[src/rtl/poi_pkg.sv]
// Shared constants, types and tables for the planar odometry integrator.
package poi_pkg;

	localparam int TRIG_FRAC_BITS = 14;
	localparam int CORDIC_STEPS = 16;
	localparam int CQ = 30;
	localparam int CW = 34;
	localparam int IDX_W = $clog2(CORDIC_STEPS + 1);
	localparam logic [CW-1:0] INV_GAIN = CW'(652032874);
	localparam logic [27:0] RAD_TO_TURN = 28'd42722830;
	localparam int MUL_W = 38;

	localparam logic [0:0] REG_MAX_INTERVAL = 1'b0;

	typedef struct packed {
		logic signed [CW-1:0] c;
		logic signed [CW-1:0] s;
	} trig_t;

	function automatic logic [31:0] atan_turn(input logic [4:0] i);
		logic [31:0] r;
		unique case (i)
			5'd0: r = 32'd536870912;
			5'd1: r = 32'd316933406;
			5'd2: r = 32'd167458907;
			5'd3: r = 32'd85004756;
			5'd4: r = 32'd42667331;
			5'd5: r = 32'd21354465;
			5'd6: r = 32'd10679838;
			5'd7: r = 32'd5340245;
			5'd8: r = 32'd2670163;
			5'd9: r = 32'd1335087;
			5'd10: r = 32'd667544;
			5'd11: r = 32'd333772;
			5'd12: r = 32'd166886;
			5'd13: r = 32'd83443;
			5'd14: r = 32'd41722;
			5'd15: r = 32'd20861;
			5'd16: r = 32'd10430;
			5'd17: r = 32'd5215;
			5'd18: r = 32'd2608;
			5'd19: r = 32'd1304;
			5'd20: r = 32'd652;
			5'd21: r = 32'd326;
			5'd22: r = 32'd163;
			5'd23: r = 32'd81;
			default: r = 32'd0;
		endcase
		return r;
	endfunction

	// round to nearest, ties away from zero, by 2^s
	function automatic logic signed [79:0] rnd(input logic signed [79:0] v, input int s);
		logic [79:0] mag;
		logic [79:0] half;
		half = 80'd1 << (s - 1);
		mag = v[79] ? 80'(-v) : 80'(v);
		mag = (mag + half) >> s;
		return v[79] ? -$signed(mag) : $signed(mag);
	endfunction

endpackage

[src/rtl/poi_cordic.sv]
// Iterative rotation-mode CORDIC, one micro-rotation per cycle.
module poi_cordic (
	input  logic clk,
	input  logic arst_n,
	input  logic start,
	input  logic [31:0] angle,
	output logic done,
	output poi_pkg::trig_t res
);
	logic signed [poi_pkg::CW-1:0] x_q, y_q, a_q;
	logic [poi_pkg::IDX_W-1:0] i_q;
	logic busy_q, flip_q;
	logic signed [poi_pkg::CW-1:0] a0, xs, ys;
	logic [4:0] i5;

	assign i5 = 5'(i_q);
	assign xs = x_q >>> i_q;
	assign ys = y_q >>> i_q;

	always_comb begin
		a0 = poi_pkg::CW'($signed(angle));
	end

	always_ff @(posedge clk or negedge arst_n) begin
		if (!arst_n) begin
			busy_q <= 1'b0;
			done <= 1'b0;
			i_q <= '0;
		end else begin
			done <= 1'b0;
			if (start) begin
				busy_q <= 1'b1;
				i_q <= '0;
			end else if (busy_q) begin
				if (i_q == poi_pkg::IDX_W'(poi_pkg::CORDIC_STEPS - 1)) begin
					busy_q <= 1'b0;
					done <= 1'b1;
				end
				i_q <= i_q + 1'b1;
			end
		end
	end

	always_ff @(posedge clk) begin
		if (start) begin
			x_q <= poi_pkg::INV_GAIN;
			y_q <= '0;
			if (a0 > poi_pkg::CW'(34'sh40000000)) begin
				a_q <= a0 - poi_pkg::CW'(34'sh80000000);
				flip_q <= 1'b1;
			end else if (a0 < -poi_pkg::CW'(34'sh40000000)) begin
				a_q <= a0 + poi_pkg::CW'(34'sh80000000);
				flip_q <= 1'b1;
			end else begin
				a_q <= a0;
				flip_q <= 1'b0;
			end
		end else if (busy_q) begin
			if (!a_q[poi_pkg::CW-1]) begin
				x_q <= x_q - ys;
				y_q <= y_q + xs;
				a_q <= a_q - $signed({2'b0, poi_pkg::atan_turn(i5)});
			end else begin
				x_q <= x_q + ys;
				y_q <= y_q - xs;
				a_q <= a_q + $signed({2'b0, poi_pkg::atan_turn(i5)});
			end
		end
	end

	assign res.c = flip_q ? -x_q : x_q;
	assign res.s = flip_q ? -y_q : y_q;
endmodule

[src/rtl/poi_serial_mul.sv]
// Shift-add multiplier, one multiplier bit per cycle.
module poi_serial_mul (
	input  logic clk,
	input  logic arst_n,
	input  logic start,
	input  logic signed [poi_pkg::MUL_W-1:0] a,
	input  logic [poi_pkg::MUL_W-1:0] b,
	output logic done,
	output logic signed [79:0] prod
);
	logic [poi_pkg::MUL_W-1:0] b_q;
	logic signed [79:0] a_q;
	logic [5:0] n_q;
	logic busy_q;

	always_ff @(posedge clk or negedge arst_n) begin
		if (!arst_n) begin
			busy_q <= 1'b0;
			done <= 1'b0;
			n_q <= '0;
		end else begin
			done <= 1'b0;
			if (start) begin
				busy_q <= 1'b1;
				n_q <= '0;
			end else if (busy_q) begin
				n_q <= n_q + 1'b1;
				if (n_q == 6'(poi_pkg::MUL_W - 1)) begin
					busy_q <= 1'b0;
					done <= 1'b1;
				end
			end
		end
	end

	always_ff @(posedge clk) begin
		if (start) begin
			a_q <= 80'(a);
			b_q <= b;
			prod <= '0;
		end else if (busy_q) begin
			if (b_q[0]) prod <= prod + a_q;
			a_q <= a_q <<< 1;
			b_q <= b_q >> 1;
		end
	end
endmodule

[src/rtl/planar_odometry_integrator.sv]
// Top level of the planar odometry integrator.
// Usage: ticks enter on the s_axis channel (vel_x, vel_y, yaw_rate, interval).
// A tick with zero interval, or interval above max_interval, is taken,
// dropped, and produces no transfer. Otherwise the pose and yaw
// quaternion leave on the m_axis channel. max_interval is written over the
// APB port at address 0.
// Each tick runs through a 16-step CORDIC for the old heading, eight serial
// multiplies (four for the two velocity dot products, dx*dt, dy*dt, yaw*dt and
// the heading step; one multiplier bit per cycle), then a second CORDIC for
// the half heading. m_axis_tvalid rises once the second CORDIC is done; the
// next tick is taken only after the result has been taken, and the tick rate
// is set mostly by the shared shift-add multiplier. One tick is in flight at a
// time.
// Reset clears position and heading and sets max_interval to one second.
// The result is held in an output register; while the receiver stalls the
// block holds it and accepts no new tick until it has been taken.
module planar_odometry_integrator (
	input  logic clk,
	input  logic arst_n,
	input  logic s_axis_tvalid,
	output logic s_axis_tready,
	input  logic [71:0] s_axis_tdata, // vel_x, vel_y, yaw_rate, interval
	output logic m_axis_tvalid,
	input  logic m_axis_tready,
	output logic [111:0] m_axis_tdata, // pos_x, pos_y, heading_angle, quat_z, quat_w
	input  logic psel,
	input  logic penable,
	input  logic pwrite,
	input  logic [1:0] paddr,
	input  logic [31:0] pwdata,
	output logic [31:0] prdata,
	output logic pready
);
	typedef enum logic [4:0] {
		ST_IDLE = 5'b00001, ST_COR1 = 5'b00010, ST_MUL = 5'b00100,
		ST_COR2 = 5'b01000, ST_WAIT = 5'b10000
	} state_t;

	state_t st_q;
	logic [20:0] max_q, dt_q;
	logic signed [15:0] vx_q, vy_q, wz_q;
	logic signed [31:0] wx_q, wy_q;
	logic [31:0] hd_q;
	logic signed [poi_pkg::MUL_W-1:0] c_q, s_q, acc_q;
	logic signed [poi_pkg::MUL_W-1:0] ex_q;
	logic [2:0] ph_q;
	logic mul_go_q, cor_go_q;
	logic cor_start, cor_done, mul_start, mul_done;
	logic [31:0] cor_angle;
	poi_pkg::trig_t cor_res;
	logic signed [poi_pkg::MUL_W-1:0] mul_a;
	logic [poi_pkg::MUL_W-1:0] mul_b;
	logic signed [79:0] prod;
	logic signed [79:0] dsum;
	logic signed [79:0] qz, qw;
	logic [63:0] step;
	logic [31:0] half;
	logic ok;
	logic [15:0] qz_q, qw_q;
	logic [20:0] in_dt;

	assign pready = 1'b1;
	assign prdata = (paddr == {poi_pkg::REG_MAX_INTERVAL, 1'b0}) ? {11'b0, max_q} : 32'b0;
	assign in_dt = s_axis_tdata[68:48];
	assign ok = (in_dt != 21'd0) && (in_dt <= max_q);
	assign s_axis_tready = (st_q == ST_IDLE);
	assign m_axis_tvalid = (st_q == ST_WAIT);
	assign m_axis_tdata = {qw_q, qz_q, hd_q[31:16], wy_q, wx_q};
	assign half = {hd_q[31], hd_q[31:1]};
	assign cor_angle = (st_q == ST_IDLE) ? hd_q : half;

	poi_cordic u_cor (.clk, .arst_n, .start(cor_start), .angle(cor_angle),
		.done(cor_done), .res(cor_res));
	poi_serial_mul u_mul (.clk, .arst_n, .start(mul_start), .a(mul_a), .b(mul_b),
		.done(mul_done), .prod(prod));

	// multiply schedule: ph 0..3 products of the velocity dot, 4 dx*dt, 5 dy*dt,
	// 6 yaw*dt, 7 |p|*rad_to_turn
	always_comb begin
		mul_a = '0;
		mul_b = '0;
		unique case (ph_q)
			3'd0: begin mul_a = poi_pkg::MUL_W'(vx_q); mul_b = poi_pkg::MUL_W'(c_q); end
			3'd1: begin mul_a = poi_pkg::MUL_W'(vy_q); mul_b = poi_pkg::MUL_W'(s_q); end
			3'd2: begin mul_a = poi_pkg::MUL_W'(vx_q); mul_b = poi_pkg::MUL_W'(s_q); end
			3'd3: begin mul_a = poi_pkg::MUL_W'(vy_q); mul_b = poi_pkg::MUL_W'(c_q); end
			3'd4: begin mul_a = ex_q; mul_b = poi_pkg::MUL_W'(dt_q); end
			3'd5: begin mul_a = acc_q; mul_b = poi_pkg::MUL_W'(dt_q); end
			3'd6: begin mul_a = poi_pkg::MUL_W'(wz_q); mul_b = poi_pkg::MUL_W'(dt_q); end
			3'd7: begin
				mul_a = acc_q[poi_pkg::MUL_W-1] ? -acc_q : acc_q;
				mul_b = poi_pkg::MUL_W'(poi_pkg::RAD_TO_TURN);
			end
			default: ;
		endcase
	end

	// c_q/s_q hold unsigned bit patterns; b input is taken as signed below
	logic signed [79:0] prod_fix;
	assign prod_fix = (ph_q <= 3'd5 && mul_b[poi_pkg::MUL_W-1])
		? prod - (80'(mul_a) <<< poi_pkg::MUL_W) : prod;
	assign dsum = poi_pkg::rnd(prod_fix, 16 + poi_pkg::TRIG_FRAC_BITS);
	assign qz = poi_pkg::rnd(80'(cor_res.s), poi_pkg::CQ - 14);
	assign qw = poi_pkg::rnd(80'(cor_res.c), poi_pkg::CQ - 14);
	assign step = 64'((prod + 80'sd134217728) >>> 28);

	function automatic logic signed [31:0] sat(input logic signed [79:0] v);
		if (v > 80'sd2147483647) return 32'sh7fffffff;
		if (v < -80'sd2147483648) return 32'sh80000000;
		return v[31:0];
	endfunction

	// each unit starts in the cycle after the previous step lands, so the
	// operands and the heading it reads are already updated
	assign cor_start = (st_q == ST_IDLE && s_axis_tvalid && ok) || cor_go_q;
	assign mul_start = mul_go_q;

	always_ff @(posedge clk or negedge arst_n) begin
		if (!arst_n) begin
			st_q <= ST_IDLE;
			max_q <= 21'd1048576;
			wx_q <= '0;
			wy_q <= '0;
			hd_q <= '0;
			ph_q <= '0;
			acc_q <= '0;
			qz_q <= '0;
			qw_q <= '0;
			mul_go_q <= 1'b0;
			cor_go_q <= 1'b0;
		end else begin
			mul_go_q <= (st_q == ST_COR1 && cor_done)
				|| (st_q == ST_MUL && mul_done && ph_q != 3'd7);
			cor_go_q <= (st_q == ST_MUL && mul_done && ph_q == 3'd7);
			if (psel && penable && pwrite && paddr == {poi_pkg::REG_MAX_INTERVAL, 1'b0})
				max_q <= pwdata[20:0];
			unique case (st_q)
				ST_IDLE: if (s_axis_tvalid && ok) begin
					st_q <= ST_COR1;
					ph_q <= 3'd0;
				end
				ST_COR1: if (cor_done) st_q <= ST_MUL;
				ST_MUL: if (mul_done) begin
					unique case (ph_q)
						3'd0, 3'd2: acc_q <= poi_pkg::MUL_W'(prod_fix);
						3'd1: acc_q <= acc_q - poi_pkg::MUL_W'(prod_fix);
						3'd3: acc_q <= acc_q + poi_pkg::MUL_W'(prod_fix);
						3'd4: wx_q <= sat(80'(wx_q) + dsum);
						3'd5: wy_q <= sat(80'(wy_q) + dsum);
						3'd6: acc_q <= poi_pkg::MUL_W'(prod);
						default: hd_q <= acc_q[poi_pkg::MUL_W-1] ? hd_q - step[31:0]
							: hd_q + step[31:0];
					endcase
					ph_q <= ph_q + 1'b1;
					if (ph_q == 3'd7) st_q <= ST_COR2;
				end
				ST_COR2: if (cor_done) begin
					qz_q <= qz[15:0];
					qw_q <= qw[15:0];
					st_q <= ST_WAIT;
				end
				ST_WAIT: if (m_axis_tready) st_q <= ST_IDLE;
				default: st_q <= ST_IDLE;
			endcase
		end
	end

	// dot products need to keep the first pair: save vx*c-vy*s before ph2
	always_ff @(posedge clk) begin
		if (st_q == ST_IDLE && s_axis_tvalid) begin
			vx_q <= s_axis_tdata[15:0];
			vy_q <= s_axis_tdata[31:16];
			wz_q <= s_axis_tdata[47:32];
			dt_q <= in_dt;
		end
		if (st_q == ST_COR1 && cor_done) begin
			c_q <= poi_pkg::MUL_W'(poi_pkg::rnd(80'(cor_res.c),
				poi_pkg::CQ - poi_pkg::TRIG_FRAC_BITS));
			s_q <= poi_pkg::MUL_W'(poi_pkg::rnd(80'(cor_res.s),
				poi_pkg::CQ - poi_pkg::TRIG_FRAC_BITS));
		end
		if (st_q == ST_MUL && mul_done && ph_q == 3'd1) ex_q <= acc_q - poi_pkg::MUL_W'(prod_fix);
	end

	assert property (@(posedge clk) disable iff (!arst_n)
		m_axis_tvalid |-> !s_axis_tready) else $error("accept while holding result");
	assert property (@(posedge clk) disable iff (!arst_n)
		(m_axis_tvalid && !m_axis_tready) |=> $stable(m_axis_tdata))
		else $error("result changed under stall");
	assert property (@(posedge clk) disable iff (!arst_n)
		$onehot(st_q)) else $error("state code");
endmodule
[config.mk]
export PLATFORM = sky130hd
export DESIGN_NAME = planar_odometry_integrator
export DESIGN_NICKNAME = d
export VERILOG_FILES = /design/src/rtl/poi_pkg.sv /design/src/rtl/poi_cordic.sv /design/src/rtl/poi_serial_mul.sv /design/src/rtl/planar_odometry_integrator.sv
export SDC_FILE = /design/constraint.sdc
export NUM_CORES = 2
export LEC_CHECK = 0
export BUFFER_PORTS_ARGS = -buffer_cell sky130_fd_sc_hd__clkbuf_2
export CAP_MARGIN = 20
export CELL_PAD_IN_SITES_DETAIL_PLACEMENT = 1
export CELL_PAD_IN_SITES_GLOBAL_PLACEMENT = 1
export CORE_UTILIZATION = 44
export CTS_CLUSTER_DIAMETER = 80
export DETAILED_ROUTE_END_ITERATION = 8
export PLACE_DENSITY = 0.81
export SETUP_SLACK_MARGIN = 0.2
export SLEW_MARGIN = 20
export SYNTH_ARGS = -nofsm -noshare
export SYNTH_HDL_FRONTEND = slang
export SYNTH_SLANG_ARGS = --single-unit
[constraint.sdc]
create_clock -name clk -period 14.9 [get_ports clk]
set_input_delay 2.235 -clock clk [delete_from_list [all_inputs] [get_ports clk]]
set_output_delay 2.235 -clock clk [all_outputs]
set_load 0.005 [all_outputs]
==> out/metrics.cfg <==
[run_status]
status = finished, final reports clean

[clock_network]
cts_buffer_depth = 3
clock_sinks = 696
clkSlewWorstSetupHoldPaths_ns = 0.06
cts_max_level = 3
cts_buffers = 93
clk_latency_ns = 0.77
cts_tree = done
cts_root_buf = clkbuf_16

[cells_and_area]
layout_commonest_cell = nand2_1
drive_gt1_share_pct = 12.3
nNetsFinal = 9918
syn_to_final_growth_pct = 12.1
fin_area_sq_mm = 0.0809
mostFrequentLayoutCells = nand2_1 (983), nor2_1 (794), a21oi_1 (729)

[worst_hold_path]
hp-class = flip-flop to flip-flop

[floorplanning]
start_util_pct = 44.3
core_sq_mm = 0.163
rows = 148
die_area_sq_mm = 0.166
io_pins = 260
die_w_um = 407
die_h_um = 407

[synthesis]
netlist_instances = 9074
ys_types = 121
ys_ff_latch = 696
synthFlopType = edfxtp_1
yosysSeqAreaShare_pct = 25.4
avgSynthCellArea_sq_um = 7.95
synth_area_sq_mm = 0.0722
async_reset_ff_share_pct = 30.5
synth_edf_count = 336
ys_warn_count = 0

[place]
dp.final_hpwl_mm = 204
gp_congestion = 0.942
place_area_sq_mm = 0.0768
io_buffers = 233

[flow_run]
cap_violations = 0

[timing]
grt_setup_unrepaired = true
setup_viol = 0
finClkSkew_ns = 0.0564
fin_crit_sh_pct = 95.9
fmax_mhz = 70.0
maxSlewViolCount = 0
worstMarginPinSlew_ns = 1.09
slew_headroom_pct = 25.1
fin_crit_ns = 14.29
hold_viol = 0

[routing]
vias = 72400
detail_route.first_pass.iterations = 6
detail-route-antenna-nets = 0
wl_per_cell_um = 23.4
viasPerCell = 6.29
drt_iter0_drc = 5577
routed_wl_mm = 270
drc = 0

[global_routing]
antenna_found_initial = 6
grt_pass1_wl_mm = 420
grt_usage_pct = 31.7
grt_pass1_vias = 74300
grt_overflow = 0
grt_max_degree = 90

[worst_setup_path]
cp_slowest_cell = or4b_2
slowest_delay_ns = 0.67
required_ns = 15.54
worst_setup_path_end_kind = flip-flop
worstPathArrival_ns = 14.93
startpoint_type = flip-flop
path_max_fanout = 24
worstSetupPathType = flip-flop to flip-flop

[what timing repair did]
action,CTS,global route
pin swaps,5,57
hold buffers,0,0
resized for setup,19,131
setup endpoints to repair,62,64
buffers inserted,6,19
[cell families (layout without fill, tap and decap cells)]
group,count (synthesis),in the layout,share of synthesized area [%]
buffers and inverters,883,1136,4.82
other,2,13,0.0104
flip-flops,696,696,25.4
AO/OA/AOI/OAI,2712,2712,24.5
adder cells (fa/ha/maj),548,548,9.60
XOR/XNOR,885,885,10.8
multiplexers,249,249,4.14
AND/OR/NAND/NOR,3099,3099,20.7
[cell usage after synthesis (41+ instances only)]
| library cell | instances | area, sq um |
|---|---|---|
| nor2_1 | 809 | 3040 |
| o21bai_1 | 88 | 661 |
| a21o_1 | 223 | 1670 |
| o211ai_1 | 91 | 683 |
| o31ai_1 | 78 | 586 |
| or2_2 | 41 | 257 |
| and3_1 | 113 | 707 |
| ha_1 | 538 | 6730 |
| nor2b_1 | 76 | 475 |
| o21a_1 | 81 | 608 |
| or3_1 | 68 | 425 |
| dfxtp_1 | 148 | 2960 |
| nand4_1 | 100 | 626 |
| a22oi_1 | 69 | 518 |
| clkbuf_1 | 399 | 1500 |
| buf_1 | 57 | 214 |
| a221oi_1 | 48 | 420 |
| o21ai_0 | 525 | 2630 |
| xnor2_1 | 566 | 4960 |
| a31oi_1 | 186 | 1160 |
| nor3_1 | 207 | 1040 |
| xor2_1 | 316 | 2770 |
| inv_1 | 351 | 1320 |
| nand2_1 | 989 | 3710 |
| nand2b_1 | 94 | 588 |
| nand3_1 | 203 | 1020 |
| a221o_1 | 49 | 490 |
| a21oi_1 | 745 | 3730 |
| dfrtp_1 | 210 | 5260 |
| a211oi_1 | 112 | 841 |
| edfxtp_1 | 336 | 10100 |
| mux2i_1 | 150 | 1500 |
| and2_1 | 98 | 613 |
| nor4_1 | 74 | 463 |
| mux2_2 | 66 | 743 |
[worst paths after layout]
check | from | to | slack (ns) | depth (start not counted)
worst max-delay path | acc_q[7] | wx_q[20] | 0.61 | 54
worst min-delay path | qz_q[0] | qz_q[0] | 0.49 | 2
worst max register to register | acc_q[7] | wx_q[20] | 0.61 | 54
worst min register to register | qz_q[0] | qz_q[0] | 0.49 | 2
max in group asynchronous | arst_n | mul_go_q | 11.41 | 3
min in group asynchronous | arst_n | acc_q[3] | 1.38 | 1
[sequential cells by signal (all words and copies together) (netlist names), 32 cells and up]
name        cells
wx_q           32
hd_q           32
u_cor.x_q      34
c_q            38
u_mul.prod     80
u_mul.b_q      38
acc_q          38
u_cor.a_q      34
u_mul.a_q      80
ex_q           38
u_cor.y_q      34
wy_q           32
s_q            38
[critical path, delay by kind of cell, from the launching register on]
family | cells | cell delay (ns)
and+or+nand+nor | 28 | 8.27
buffers and inverters | 7 | 1.28
DFF | 1 | 0.38
xor gates and xnor gates | 2 | 0.27
AOI/OAI and AO/OA | 15 | 3.36
adders and majority gates | 2 | 0.61
[cell type report]
cell class                 count  area [sq um]
fill                       19700         81900
multi-input combinational   7505         51200
sequential                   696         18400
timing repair buffer         595          3980
tap                         2175          2720
clock buffer                 122          2590
inverter                     366          1380
clock inverter                53           611
antenna                        1          2.50
[metrics by stage]
stage	std cells	utilization, %	setup WS, ns	setup TNS, ns	hold WS, ns
finish	11500	49.7	0.607	0	0.495
detailed placement	11300	47.2	-0.370	-12.62	0.489
global placement	11300	47.2	0.0680	0	0.469
global route	11500	49.7	0.127	0	0.535
CTS	11500	49.3	0.212	0	0.503
floorplan	9084	-	0.224	0	0.465
[metal layers]
metal	routed length (um)	vias up	global-route usage, %
li1	-	33600	-
met1	115000	36100	40.4
met2	127000	2180	53.3
met3	14500	619	3.86
met4	13100	2	14.4
met5	7	-	0
Power is not shown: default switching activity piles up to over one toggle a cycle in this logic, so the estimate is an artifact.
